File: src/sv/rkfe_pkg.sv
`timescale 1ns / 1ps
`default_nettype none

package rkfe_pkg;

  localparam int IN_TDATA_W  = 64;
  localparam int OUT_TDATA_W = 32;
  localparam int LEVEL_W     = 8;

  typedef logic [2:0] cmd_t;

  localparam cmd_t CMD_TICK  = 3'd0;
  localparam cmd_t CMD_WRITE = 3'd1;
  localparam cmd_t CMD_START = 3'd2;
  localparam cmd_t CMD_STOP  = 3'd3;
  localparam cmd_t CMD_COLOR = 3'd4;

  typedef logic [1:0] chan_t;

  localparam chan_t CH_RED   = 2'd0;
  localparam chan_t CH_GREEN = 2'd1;
  localparam chan_t CH_BLUE  = 2'd2;

endpackage

`default_nettype wire

File: src/sv/rgb_keyframe_fade_engine.sv
// Write, stop, set color, reserved commands, a tick while stopped and a start with a zero repeat
// count go straight to the finish step, which registers the result; a tick or start that completes
// a frame reads the frame table, checks the duration and finishes; any other tick or start then
// interpolates the three channels in turn (per changed channel one multiply, eight divide steps, one add).
// One at a time: the next waits for the result to load, which waits while an earlier one is held.
// Reset (rst_n low, synchronous) clears position, cycles, elapsed time and all levels and sets
// the frame count to one; the frame table is not cleared and holds garbage until written.
`timescale 1ns / 1ps
`default_nettype none

module rgb_keyframe_fade_engine #(
  parameter int MAX_FRAMES = 16,
  parameter int TIME_BITS  = 16
) (
  input  wire logic                               clk,
  input  wire logic                               rst_n,
  input  wire logic                               in_tvalid,
  output logic                                    in_tready,
  // [3:0] frame_index, [19:4] frame_duration, [27:20] red_in, [35:28] green_in,
  // [43:36] blue_in, [48:44] frames_used, [57:49] repeat_count, [63:58] zero.
  input  wire logic [rkfe_pkg::IN_TDATA_W-1:0]    in_tdata,
  // [2:0] cmd.
  input  wire rkfe_pkg::cmd_t                     in_tuser,
  output logic                                    out_tvalid,
  input  wire logic                               out_tready,
  // [7:0] red_level, [15:8] green_level, [23:16] blue_level, [24] active, [31:25] zero.
  output logic [rkfe_pkg::OUT_TDATA_W-1:0]        out_tdata
);

  import rkfe_pkg::*;

  localparam int FPW    = $clog2(MAX_FRAMES);
  localparam int TOTW   = $clog2(MAX_FRAMES + 1);
  localparam int ENTW   = TIME_BITS + 3 * LEVEL_W;
  localparam int PRODW  = TIME_BITS + LEVEL_W;

  typedef enum logic [2:0] {
    S_IDLE,
    S_RD,
    S_CHK,
    S_MUL,
    S_DIV,
    S_APL,
    S_FIN
  } state_t;

  state_t                 state_r;
  logic [FPW-1:0]         pos_r;
  logic [TOTW-1:0]        total_r;
  logic signed [8:0]      cyc_r;
  logic [TIME_BITS-1:0]   elapsed_r;
  logic [LEVEL_W-1:0]     start_r [3];
  logic [LEVEL_W-1:0]     cur_r [3];
  chan_t                  ch_r;
  logic                   neg_r;
  logic [TIME_BITS-1:0]   rem_r;
  logic [LEVEL_W-1:0]     lo_r;
  logic [LEVEL_W-1:0]     q_r;
  logic [2:0]             bit_cnt_r;
  logic                   out_valid_r;
  logic [OUT_TDATA_W-1:0] out_data_r;

  logic [3:0]             in_idx;
  logic [15:0]            in_dur;
  logic [LEVEL_W-1:0]     in_red;
  logic [LEVEL_W-1:0]     in_green;
  logic [LEVEL_W-1:0]     in_blue;
  logic [4:0]             in_used;
  logic signed [8:0]      in_rep;
  logic [4:0]             used_nz;
  logic [TOTW-1:0]        used_clamp;

  logic                   tbl_we;
  logic [ENTW-1:0]        tbl_wdata;
  logic [ENTW-1:0]        ent;
  logic [TIME_BITS-1:0]   ent_dur;
  logic [LEVEL_W-1:0]     ent_red;
  logic [LEVEL_W-1:0]     ent_green;
  logic [LEVEL_W-1:0]     ent_blue;

  logic [LEVEL_W-1:0]     ch_tgt;
  logic [LEVEL_W-1:0]     ch_start;
  logic                   ch_neg;
  logic [LEVEL_W-1:0]     ch_mag;
  logic [PRODW-1:0]       prod;
  logic [TIME_BITS:0]     rem_sh;
  logic [TIME_BITS:0]     rem_sub;
  logic                   q_bit;
  logic [LEVEL_W-1:0]     q_signed;
  logic [TOTW-1:0]        pos_inc;
  logic                   active;

  assign in_idx   = in_tdata[3:0];
  assign in_dur   = in_tdata[19:4];
  assign in_red   = in_tdata[27:20];
  assign in_green = in_tdata[35:28];
  assign in_blue  = in_tdata[43:36];
  assign in_used  = in_tdata[48:44];
  assign in_rep   = $signed(in_tdata[57:49]);

  assign used_nz    = (in_used == 5'd0) ? 5'd1 : in_used;
  assign used_clamp = (int'(used_nz) > MAX_FRAMES) ? TOTW'(MAX_FRAMES) : TOTW'(used_nz);

  assign in_tready = rst_n && (state_r == S_IDLE);

  assign tbl_we    = in_tvalid && in_tready && (in_tuser == CMD_WRITE) &&
                     (int'(in_idx) < MAX_FRAMES);
  assign tbl_wdata = {in_blue, in_green, in_red, TIME_BITS'(in_dur)};

  rkfe_ram #(
    .WIDTH (ENTW),
    .DEPTH (MAX_FRAMES)
  ) u_frame_ram (
    .clk     (clk),
    .wr_en   (tbl_we),
    .wr_addr (FPW'(in_idx)),
    .wr_data (tbl_wdata),
    .rd_en   (state_r == S_RD),
    .rd_addr (pos_r),
    .rd_data (ent)
  );

  assign ent_dur   = ent[TIME_BITS-1:0];
  assign ent_red   = ent[TIME_BITS +: LEVEL_W];
  assign ent_green = ent[TIME_BITS + LEVEL_W +: LEVEL_W];
  assign ent_blue  = ent[TIME_BITS + 2 * LEVEL_W +: LEVEL_W];

  always_comb begin
    case (ch_r)
      CH_RED:   ch_tgt = ent_red;
      CH_GREEN: ch_tgt = ent_green;
      CH_BLUE:  ch_tgt = ent_blue;
      default:  ch_tgt = ent_blue;
    endcase
  end

  assign ch_start = start_r[ch_r];
  assign ch_neg   = (ch_tgt < ch_start);
  assign ch_mag   = ch_neg ? (ch_start - ch_tgt) : (ch_tgt - ch_start);
  assign prod     = PRODW'(ch_mag) * PRODW'(elapsed_r);

  assign rem_sh   = {rem_r, lo_r[LEVEL_W-1]};
  assign rem_sub  = rem_sh - {1'b0, ent_dur};
  assign q_bit    = (rem_sh >= {1'b0, ent_dur});
  assign q_signed = neg_r ? (~q_r + 1'b1) : q_r;

  assign pos_inc  = TOTW'(pos_r) + 1'b1;
  assign active   = (cyc_r != 9'sd0);

  always_ff @(posedge clk) begin
    if (!rst_n) begin
      state_r     <= S_IDLE;
      out_valid_r <= 1'b0;
      pos_r       <= '0;
      total_r     <= TOTW'(1);
      cyc_r       <= '0;
      elapsed_r   <= '0;
      ch_r        <= CH_RED;
      for (int c = 0; c < 3; c++) begin
        start_r[c] <= '0;
        cur_r[c]   <= '0;
      end
    end else begin
      if (out_valid_r && out_tready && (state_r != S_FIN)) begin
        out_valid_r <= 1'b0;
      end
      case (state_r)
        S_IDLE: begin
          if (in_tvalid) begin
            case (in_tuser)
              CMD_TICK: begin
                if (active) begin
                  if (elapsed_r != {TIME_BITS{1'b1}}) begin
                    elapsed_r <= elapsed_r + 1'b1;
                  end
                  state_r <= S_RD;
                end else begin
                  state_r <= S_FIN;
                end
              end
              CMD_START: begin
                total_r   <= used_clamp;
                pos_r     <= '0;
                elapsed_r <= '0;
                cyc_r     <= in_rep;
                state_r   <= (in_rep != 9'sd0) ? S_RD : S_FIN;
              end
              CMD_STOP: begin
                cyc_r   <= '0;
                state_r <= S_FIN;
              end
              CMD_COLOR: begin
                cur_r[CH_RED]   <= in_red;
                cur_r[CH_GREEN] <= in_green;
                cur_r[CH_BLUE]  <= in_blue;
                state_r         <= S_FIN;
              end
              default: begin
                state_r <= S_FIN;
              end
            endcase
          end
        end
        S_RD: begin
          state_r <= S_CHK;
        end
        S_CHK: begin
          if (elapsed_r >= ent_dur) begin
            cur_r[CH_RED]     <= ent_red;
            cur_r[CH_GREEN]   <= ent_green;
            cur_r[CH_BLUE]    <= ent_blue;
            start_r[CH_RED]   <= ent_red;
            start_r[CH_GREEN] <= ent_green;
            start_r[CH_BLUE]  <= ent_blue;
            elapsed_r         <= '0;
            if (pos_inc >= total_r) begin
              pos_r <= '0;
              if (cyc_r > 9'sd0) begin
                cyc_r <= cyc_r - 9'sd1;
              end
            end else begin
              pos_r <= FPW'(pos_inc);
            end
            state_r <= S_FIN;
          end else begin
            ch_r    <= CH_RED;
            state_r <= S_MUL;
          end
        end
        S_MUL: begin
          if (ch_tgt == ch_start) begin
            if (ch_r == CH_BLUE) begin
              state_r <= S_FIN;
            end else begin
              ch_r <= ch_r + 1'b1;
            end
          end else begin
            neg_r     <= ch_neg;
            rem_r     <= prod[PRODW-1:LEVEL_W];
            lo_r      <= prod[LEVEL_W-1:0];
            q_r       <= '0;
            bit_cnt_r <= 3'd7;
            state_r   <= S_DIV;
          end
        end
        S_DIV: begin
          if (q_bit) begin
            rem_r <= rem_sub[TIME_BITS-1:0];
          end else begin
            rem_r <= rem_sh[TIME_BITS-1:0];
          end
          lo_r <= {lo_r[LEVEL_W-2:0], 1'b0};
          q_r  <= {q_r[LEVEL_W-2:0], q_bit};
          if (bit_cnt_r == 3'd0) begin
            state_r <= S_APL;
          end else begin
            bit_cnt_r <= bit_cnt_r - 1'b1;
          end
        end
        S_APL: begin
          cur_r[ch_r] <= ch_start + q_signed;
          if (ch_r == CH_BLUE) begin
            state_r <= S_FIN;
          end else begin
            ch_r    <= ch_r + 1'b1;
            state_r <= S_MUL;
          end
        end
        S_FIN: begin
          if (!out_valid_r || out_tready) begin
            out_valid_r <= 1'b1;
            out_data_r  <= {7'd0, active, cur_r[CH_BLUE], cur_r[CH_GREEN], cur_r[CH_RED]};
            state_r     <= S_IDLE;
          end
        end
        default: begin
          state_r <= S_IDLE;
        end
      endcase
    end
  end

  assign out_tvalid = out_valid_r;
  assign out_tdata  = out_data_r;

`ifndef SYNTHESIS
  a_busy_after_accept: assert property (@(posedge clk) disable iff (!rst_n)
    in_tvalid && in_tready |=> !in_tready)
    else $error("engine accepted a transaction while still busy");

  a_pos_in_range: assert property (@(posedge clk) disable iff (!rst_n)
    active |-> (TOTW'(pos_r) < total_r))
    else $error("frame position beyond frame count");

  a_total_range: assert property (@(posedge clk) disable iff (!rst_n)
    (total_r != '0) && (int'(total_r) <= MAX_FRAMES))
    else $error("frame count out of range");

  a_rem_below_dur: assert property (@(posedge clk) disable iff (!rst_n)
    (state_r == S_DIV) |-> (rem_r < ent_dur))
    else $error("divider remainder not below duration");

  a_result_from_fin: assert property (@(posedge clk) disable iff (!rst_n)
    $rose(out_valid_r) |-> ($past(state_r) == S_FIN))
    else $error("result raised outside the finish step");
`endif

endmodule

`default_nettype wire

File: src/sv/rkfe_ram.sv
`timescale 1ns / 1ps
`default_nettype none

module rkfe_ram #(
  parameter int WIDTH = 32,
  parameter int DEPTH = 16
) (
  input  wire logic                     clk,
  input  wire logic                     wr_en,
  input  wire logic [$clog2(DEPTH)-1:0] wr_addr,
  input  wire logic [WIDTH-1:0]         wr_data,
  input  wire logic                     rd_en,
  input  wire logic [$clog2(DEPTH)-1:0] rd_addr,
  output logic      [WIDTH-1:0]         rd_data
);

  logic [WIDTH-1:0] mem_r [DEPTH];

  always_ff @(posedge clk) begin
    if (wr_en) begin
      mem_r[wr_addr] <= wr_data;
    end
    if (rd_en) begin
      rd_data <= mem_r[rd_addr];
    end
  end

endmodule

`default_nettype wire

File: config.mk
export PLATFORM = sky130hd
export DESIGN_NAME = rgb_keyframe_fade_engine
export DESIGN_NICKNAME = d
export VERILOG_FILES = /design/src/sv/rkfe_pkg.sv /design/src/sv/rgb_keyframe_fade_engine.sv /design/src/sv/rkfe_ram.sv
export SDC_FILE = /design/constraint.sdc
export NUM_CORES = 1
export LEC_CHECK = 0
export BUFFER_PORTS_ARGS = -buffer_cell sky130_fd_sc_hd__buf_2
export CAP_MARGIN = 20
export CORE_MARGIN = 2
export CORE_UTILIZATION = 30
export DETAILED_ROUTE_END_ITERATION = 6
export GPL_TIMING_DRIVEN = 1
export PLACE_DENSITY = 0.48
export SLEW_MARGIN = 25
export SYNTH_ARGS = -nofsm -noshare
export SYNTH_HDL_FRONTEND = slang
export SYNTH_SLANG_ARGS = --single-unit
File: constraint.sdc
create_clock -name clk -period 9.9 [get_ports clk]
set_input_delay 0.495 -clock clk [delete_from_list [all_inputs] [get_ports clk]]
set_output_delay 0.495 -clock clk [all_outputs]
set_load 0.02 [all_outputs]
# Word level (Yosys, flattened, before mapping)
# Memories as Yosys holds them, arrays and structs flattened. A register that Yosys moved wholly into a read port is not among the register bits.
# Index checks and enable logic that the tools add are counted.
[totals]
regBits = 101
ram_bits = 688
input_bits = 71
out_inout_bits = 34
word_cells = 182
mem_count = 3
[op_classes]
n_addsub = 10
n_mul = 1
magnitude_cmp = 6
eq_ne = 31
mux = 79
bitwise = 11
n_reduce_logical = 28
[memory_table]
columns = ["name", "words", "word_bits", "read_ports", "rd_clocked_by_memory_dff", "wr", "line", "rtl"]
rows = [
  ["u_frame_ram.mem_r", 16, 40, 1, 1, 1, "rkfe_ram.sv:17", "logic [WIDTH-1:0] mem_r [DEPTH];"],
  ["cur_r", 3, 8, 3, 3, 3, "rgb_keyframe_fade_engine.sv:53", "logic [LEVEL_W-1:0] cur_r [3];"],
  ["start_r", 3, 8, 1, 1, 3, "rgb_keyframe_fade_engine.sv:52", "logic [LEVEL_W-1:0] start_r [3];"],
]
[op_table]
columns = ["op", "n"]
rows = [
  ["$mux 8", 14],
  ["$mux 16", 6],
  ["$pmux 16 s2", 3],
  ["$pmux 8 s2", 3],
  ["$mux 9", 4],
  ["$pmux 9 s2", 2],
  ["$mux 3", 11],
  ["$mul 8x16->24", 1],
  ["$pmux 3 s7", 1],
  ["$ne 2x2->1 const B", 10],
  ["$mux 1", 19],
  ["$reduce_bool 9->1", 2],
  ["$ge 17x16->1", 1],
  ["$add 16x1->16 const B", 1],
  ["$ge 16x16->1", 1],
  ["$mux 4", 4],
  ["$ne 16x16->1 const B", 1],
  ["$sub 16x16->16", 1],
  ["$sub 8x8->8", 2],
  ["$reduce_and 3->1", 5],
  ["$eq 3x2->1 const B", 4],
  ["$eq 3x3->1 const B", 4],
  ["$mux 2", 6],
  ["$ne 3x3->1 const B", 4],
  ["34 further kinds", 56],
]

# Longest topological paths before layout
[logic_depth]
depth_word = 9
depth_mapped = 35
ltp_nobuf = 33

# Hierarchy
# A second synthesis with hierarchy kept.
[unflattened]
hier_cells = 2522
hier_area_um2 = 39386.5
[by_module_without_submodules]
columns = ["mod", "instances", "cells_per_inst", "area_per_inst_um2", "seq_area_each_um2"]
rows = [
  ["rkfe_ram", 1, 1040, 25532.0, 20419.6],
  ["rgb_keyframe_fade_engine", 1, 1482, 13854.5, 4113.9],
]

# Worst setup path before layout
# No wires, ideal clock.
[synth_timing]
kind = "reg-to-reg"
from = "reg ch_r[0]"
to = "reg rem_r[14] (data pin)"
setup_ns = 0.270
arrival_ns = 7.592
required_ns = 9.630
path_slack_ns = 2.037
stages_incl_launch_ff = 34
n_path_buf = 2
period_less_slack_ns = 7.863
cell_sequence = "dfxtp_1 inv_1 ha_1 clkbuf_1 nor2_1 a21oi_1 ha_1 inv_1 fa_1 a21o_1 a21oi_1 o21a_1 nor2_2 inv_2 mux2i_1 xor2_1 clkbuf_1 nand2_1 fa_1 fa_1 inv_1 fa_1 inv_1 fa_1 inv_1 ha_1 o21a_1 o21ai_0 a22oi_1 a31o_2 a221o_1 a41oi_1 mux2i_1 o211ai_1"
[synth_via]
elab_chain_len = 7
word_cells_on_any_way = 10
classes_between = "add/sub (2); mul (1); order compare (1); eq/ne (1); mux (4); reduce/logical (1)"
[synth_lines]
columns = ["element", "line", "rtl"]
rows = [
  ["start: declaration", "rgb_keyframe_fade_engine.sv:54", "chan_t ch_r;"],
  ["start signal: assignment", "rgb_keyframe_fade_engine.sv:235", "ch_r <= ch_r + 1'b1;"],
  ["start signal: assignment", "rgb_keyframe_fade_engine.sv:265", "ch_r <= ch_r + 1'b1;"],
  ["$eq 2x1->1 / $logic_not 2->1 (equally long branches)", "rgb_keyframe_fade_engine.sv:129", "case (ch_r)"],
  ["$pmux 8 s2 *", "rgb_keyframe_fade_engine.sv:129", ""],
  ["$lt 8x8->1 *", "rgb_keyframe_fade_engine.sv:138", "assign ch_neg = (ch_tgt < ch_start);"],
  ["named net ch_neg", "rgb_keyframe_fade_engine.sv:83", "logic ch_neg;"],
  ["$mux 8 *", "rgb_keyframe_fade_engine.sv:139", "assign ch_mag = ch_neg ? (ch_start - ch_tgt) : (ch_tgt - ch_start);"],
  ["$mul 8x16->24 *", "rgb_keyframe_fade_engine.sv:140", "assign prod = PRODW'(ch_mag) * PRODW'(elapsed_r);"],
  ["$mux 16 *", "rgb_keyframe_fade_engine.sv:231", "if (ch_tgt == ch_start) begin"],
  ["$pmux 16 s2 *", "rgb_keyframe_fade_engine.sv:167", "case (state_r)"],
  ["end signal: assignment", "rgb_keyframe_fade_engine.sv:239", "rem_r <= prod[PRODW-1:LEVEL_W];"],
  ["end signal: assignment", "rgb_keyframe_fade_engine.sv:248", "rem_r <= rem_sub[TIME_BITS-1:0];"],
  ["end signal: assignment", "rgb_keyframe_fade_engine.sv:250", "rem_r <= rem_sh[TIME_BITS-1:0];"],
  ["end: declaration", "rgb_keyframe_fade_engine.sv:56", "logic [TIME_BITS-1:0] rem_r;"],
]
# Mark *: on every way through the listed nets, which the timed path passes. The rest lies on a longest branch. The select of a mux whose other input is x is not followed.
# A chain may end at the register's enable or synchronous reset.

# Worst setup path in the final report
[layout_timing]
from = "reg ch_r[1]"
to = "reg rem_r[14] (data pin)"
[layout_via]
elab_chain_len = 7
word_cells_on_any_way = 10
classes_between = "add/sub (2); mul (1); order compare (1); eq/ne (1); mux (4); reduce/logical (1)"
[layout_lines]
columns = ["element", "line"]
rows = [
  ["$eq 2x1->1 / $logic_not 2->1 (equally long branches)", "rgb_keyframe_fade_engine.sv:129"],
  ["$pmux 8 s2 *", "rgb_keyframe_fade_engine.sv:129"],
  ["$sub 8x8->8 / $lt 8x8->1 (equally long branches)", "rgb_keyframe_fade_engine.sv:139, rgb_keyframe_fade_engine.sv:138"],
  ["$mux 8 *", "rgb_keyframe_fade_engine.sv:139"],
  ["$mul 8x16->24 *", "rgb_keyframe_fade_engine.sv:140"],
  ["$mux 16 *", "rgb_keyframe_fade_engine.sv:231"],
  ["$pmux 16 s2 *", "rgb_keyframe_fade_engine.sv:167"],
]
# Every way passes the cells marked *; elsewhere a longest branch is shown, timed or not. The select of a mux whose other input is x is not followed.

==> impl_metrics.ini <==
[outcome]
status = finished, final reports clean

[timing]
fin_worst_hold_slack_ns = 0.160
timing.max_slew.rel_slack = 0.314
timing.final.crit_share = 0.929
tightestPinTransition_ns = 1.02
report.final.hold_viol_count = 0
finalSetupTns_ns = 0
report.final.slew_viol_count = 0
setup_viols_final = 0
post_layout_minimum_cycle_time_ns = 9.20
grt_setup_unrepaired = false
worst_clock_skew_ns = 0.0340
max_freq_mhz = 109

[clocking]
clock_latency_ns = 0.67
worst_setup_hold_path_clk_slew_ns = 0.06
cts_setup_buffers = 0
root_buffer_cell = sky130_fd_sc_hd__clkbuf_16
ctsLongestPathBuffers = 3
tritoncts = yes
clock_tree.htree_level_count = 3
clock-sinks = 831
post_cts.resized_instances = 0
cts_hold_repair.buffers = 0
cts_made_buffers = 91

[yosys]
synth_cell_type_count = 81
edff_count_synth = 789
flip_flop_cell_with_the_highest_count_after_synthesis = sky130_fd_sc_hd__edfxtp_1
yosys_warnings = 0
postSynthCellCount = 2541
mappedNetlistArea_um2 = 39600
ys_ff_latch = 831
synth.yosys.seq_area_share = 0.620
syn_avg_cell_area_um2 = 15.6
ys_async_sr_fraction = 0

[pwr]
vdd_drop_max_uv = 134
power.static_leakage_uw = 0.0155
pwr_density_cell_nw_per_um2 = 198

[die]
die-area_um2 = 135000
design.portCount = 105
floorplan.die.width_um = 367
initial_utilization = 0.302
core_um2 = 131000
number_of_placement_rows = 133
die_height_um = 367

[route]
route.detailed.vias_per_inst = 5.04
drc = 0
detailedRoute.firstPassIterationCount = 6
drtIter0Drc = 1889
finalWirelength_um = 104000
antenna_violating_nets_post_route = 0
wl_per_cell_um = 23.3
routed-via-count = 22600

[global_route]
initial_antenna_violation_count = 18
grt_overflow = 0
grtUsageMet3 = 0.0252
grt_pass1_vias = 23600
grt_util_met2 = 0.256
gr-max-usage-layer = met2
grt_use_total = 0.154
grt_first_pass_wirelength_um = 156000
grt_max_degree = 100
routing_usage_on_met1 = 0.209

[place]
port_buffers = 91
place.detailed.hpwl_um = 65300
number_of_placed_instances_taps_included = 4304
place_congestion = 0.813
dpl-instance-area_um2 = 42200

[setup_path]
path_class = register to register
worst_setup_path_endpoint = rem_r[14]$_DFFE_PP_
critical-path-max-stage-delay_ns = 0.70
timing.critical_path.mode_cell = sky130_fd_sc_hd__fa_1
endpoint_kind = register
critical_path_required_ns = 10.29
worst_case_register_to_register_setup_slack_ns = 0.70
worst_setup_path_startpoint = ch_r[1]$_SDFFE_PN0P_
r2r-start = ch_r[1]$_SDFFE_PN0P_
setup.worst_path.start_class = register
path_max_fanout = 11
r2r_cells = 31
slowest_stage = sky130_fd_sc_hd__a311oi_4
critical_path_arrival_ns = 9.59
worst_r2r_endpoint = rem_r[14]$_DFFE_PP_

[job]
cap_violations = 0

[finish]
fraction_of_layout_cells_with_a_size_suffix_above_1 = 0.196
nNetsFinal = 2917
layout.cell_area.non_filler_um2 = 45200
area_growth_pct = 14.1
antenna-diode-count = 0
final-instance-count-excl-fill = 4471

[hold_path]
worst_hold_path_type = primary input to register
-- cell usage after synthesis, types with 6 or more instances --
master	count	area (um2)
sky130_fd_sc_hd__a211o_1	16	140
sky130_fd_sc_hd__a211oi_1	11	82.6
sky130_fd_sc_hd__a21o_1	26	195
sky130_fd_sc_hd__a21oi_1	70	350
sky130_fd_sc_hd__a221o_1	26	260
sky130_fd_sc_hd__a22o_1	8	70.1
sky130_fd_sc_hd__a22oi_1	6	45.0
sky130_fd_sc_hd__a31oi_1	20	125
sky130_fd_sc_hd__and2_1	71	444
sky130_fd_sc_hd__and3_1	11	68.8
sky130_fd_sc_hd__buf_1	14	52.6
sky130_fd_sc_hd__buf_2	18	90.1
sky130_fd_sc_hd__buf_4	7	52.6
sky130_fd_sc_hd__clkbuf_1	96	360
sky130_fd_sc_hd__dfxtp_1	42	841
sky130_fd_sc_hd__edfxtp_1	789	23700
sky130_fd_sc_hd__fa_1	88	1760
sky130_fd_sc_hd__ha_1	116	1450
sky130_fd_sc_hd__inv_1	178	668
sky130_fd_sc_hd__mux2i_1	43	430
sky130_fd_sc_hd__mux4_2	200	4500
sky130_fd_sc_hd__nand2_1	117	439
sky130_fd_sc_hd__nand2b_1	27	169
sky130_fd_sc_hd__nand3_1	22	110
sky130_fd_sc_hd__nand3b_1	21	158
sky130_fd_sc_hd__nand4_1	25	156
sky130_fd_sc_hd__nor2_1	164	616
sky130_fd_sc_hd__nor2_2	11	68.8
sky130_fd_sc_hd__nor2b_1	17	106
sky130_fd_sc_hd__nor3_1	22	110
sky130_fd_sc_hd__nor3b_1	8	60.1
sky130_fd_sc_hd__nor4_1	9	56.3
sky130_fd_sc_hd__o211ai_1	11	82.6
sky130_fd_sc_hd__o21a_1	12	90.1
sky130_fd_sc_hd__o21ai_0	64	320
sky130_fd_sc_hd__o21bai_1	6	45.0
sky130_fd_sc_hd__o31ai_1	7	52.6
sky130_fd_sc_hd__o32ai_1	15	131
sky130_fd_sc_hd__or3_1	10	62.6
sky130_fd_sc_hd__xnor2_1	29	254
sky130_fd_sc_hd__xor2_1	17	149
-- critical path: cells and delay by family (launching register included) --
family | cells | cell delay, ns
AO/OA/AOI/OAI | 12 | 3.70
adder cells (fa/ha/maj) | 8 | 3.36
AND/OR/NAND/NOR | 5 | 0.77
buffers and inverters | 5 | 0.55
flip-flops | 1 | 0.32
multiplexers | 1 | 0.21
-- cells in the final DEF (no fill, tap or decap), drive strengths merged, types with 16 or more instances in the layout --
cell / synthesis / layout
nand2b: 27 / 27
nor2b: 17 / 17
edfxtp: 789 / 789
inv: 179 / 185
nand4: 25 / 25
nor2: 175 / 175
fa: 88 / 88
mux4: 200 / 200
dfxtp: 42 / 42
nand3: 23 / 23
and2: 72 / 72
xnor2: 29 / 29
buf: 41 / 140
xor2: 17 / 17
o21ai: 66 / 66
a21o: 26 / 26
clkinv: 1 / 44
nand2: 117 / 117
nor3: 23 / 23
nand3b: 21 / 21
clkbuf: 97 / 108
a21oi: 71 / 71
a211o: 16 / 16
a31oi: 20 / 20
ha: 116 / 116
mux2i: 43 / 43
a221o: 26 / 26
-- metal layers --
layer	wire, um	share of wire
met1	46000	0.44
met3	5460	0.052
met4	2100	0.020
met2	50400	0.48
met5	106	0.0010
-- state kept, by name (all words and copies together), names as in the netlist, 4 cells and up, named ones only --
name                 flops
cur_r                   24
total_r                  5
rem_r                   16
lo_r                     8
elapsed_r               16
u_frame_ram.mem_r      640
start_r                 24
cyc_r                    9
u_frame_ram.rd_data     40
out_tdata               25
pos_r                    4
q_r                      8
-- cell families (layout without fill, tap and decap cells) --
group,count (synthesis),count (layout),synth area share
fa+ha+maj,204,204,0.0812
mux,246,246,0.126
flops,831,831,0.620
other cells,1,7,0.0000947
compound gates,343,343,0.0618
buf+inv,318,487,0.0318
xor+xnor,46,46,0.0102
simple gates,552,552,0.0698
-- area by class of cell --
type                    count  area [um2]
clock buffers             108        2350
clock inverters            59         552
fillers                 12400       86100
inverters                 180         676
multi-input cells        1398       14000
flip-flops and latches    831       24500
well taps                1755        2200
repair buffers            140         840
-- power breakdown --
part           switching [uW]  leakage (uW)  total, uW  internal, uW
Combinational            1050       0.00658       1550           499
Clock                    1420       0.00141       3290          1870
Sequential                108       0.00752       4090          3980
Total                    2580        0.0155       8930          6350
-- worst min-delay path by stage --
stage,startpoint,endpoint,slack [ns],depth (start not counted)
3_3_place_gp,cur_r[0][5]$_DFFE_PP_,out_tdata[5]$_DFFE_PP_,0.41,0
5_1_grt,in_tdata[6],u_frame_ram.mem_r[7][2]$_DFFE_PP_,0.18,1
4_1_cts,in_tdata[48],total_r[0]$_SDFFE_PN1P_,0.11,2
6_report,in_tdata[48],total_r[0]$_SDFFE_PN1P_,0.16,2
3_5_place_dp,cur_r[1][7]$_DFFE_PP_,out_tdata[15]$_DFFE_PP_,0.42,0
2_1_floorplan,cur_r[0][0]$_DFFE_PP_,out_tdata[0]$_DFFE_PP_,0.40,0
-- metrics by stage --
stage           util  setup slack (ns)  power, uW
2_1_floorplan      -              2.04       5150
3_5_place_dp   0.322             0.772       5700
5_1_grt        0.344             0.158       9300
6_report       0.344             0.699       8930
4_1_cts        0.344             0.722       9020
3_3_place_gp   0.322             0.832       5650
No activity file was read; power rests on OpenSTA's default activity.
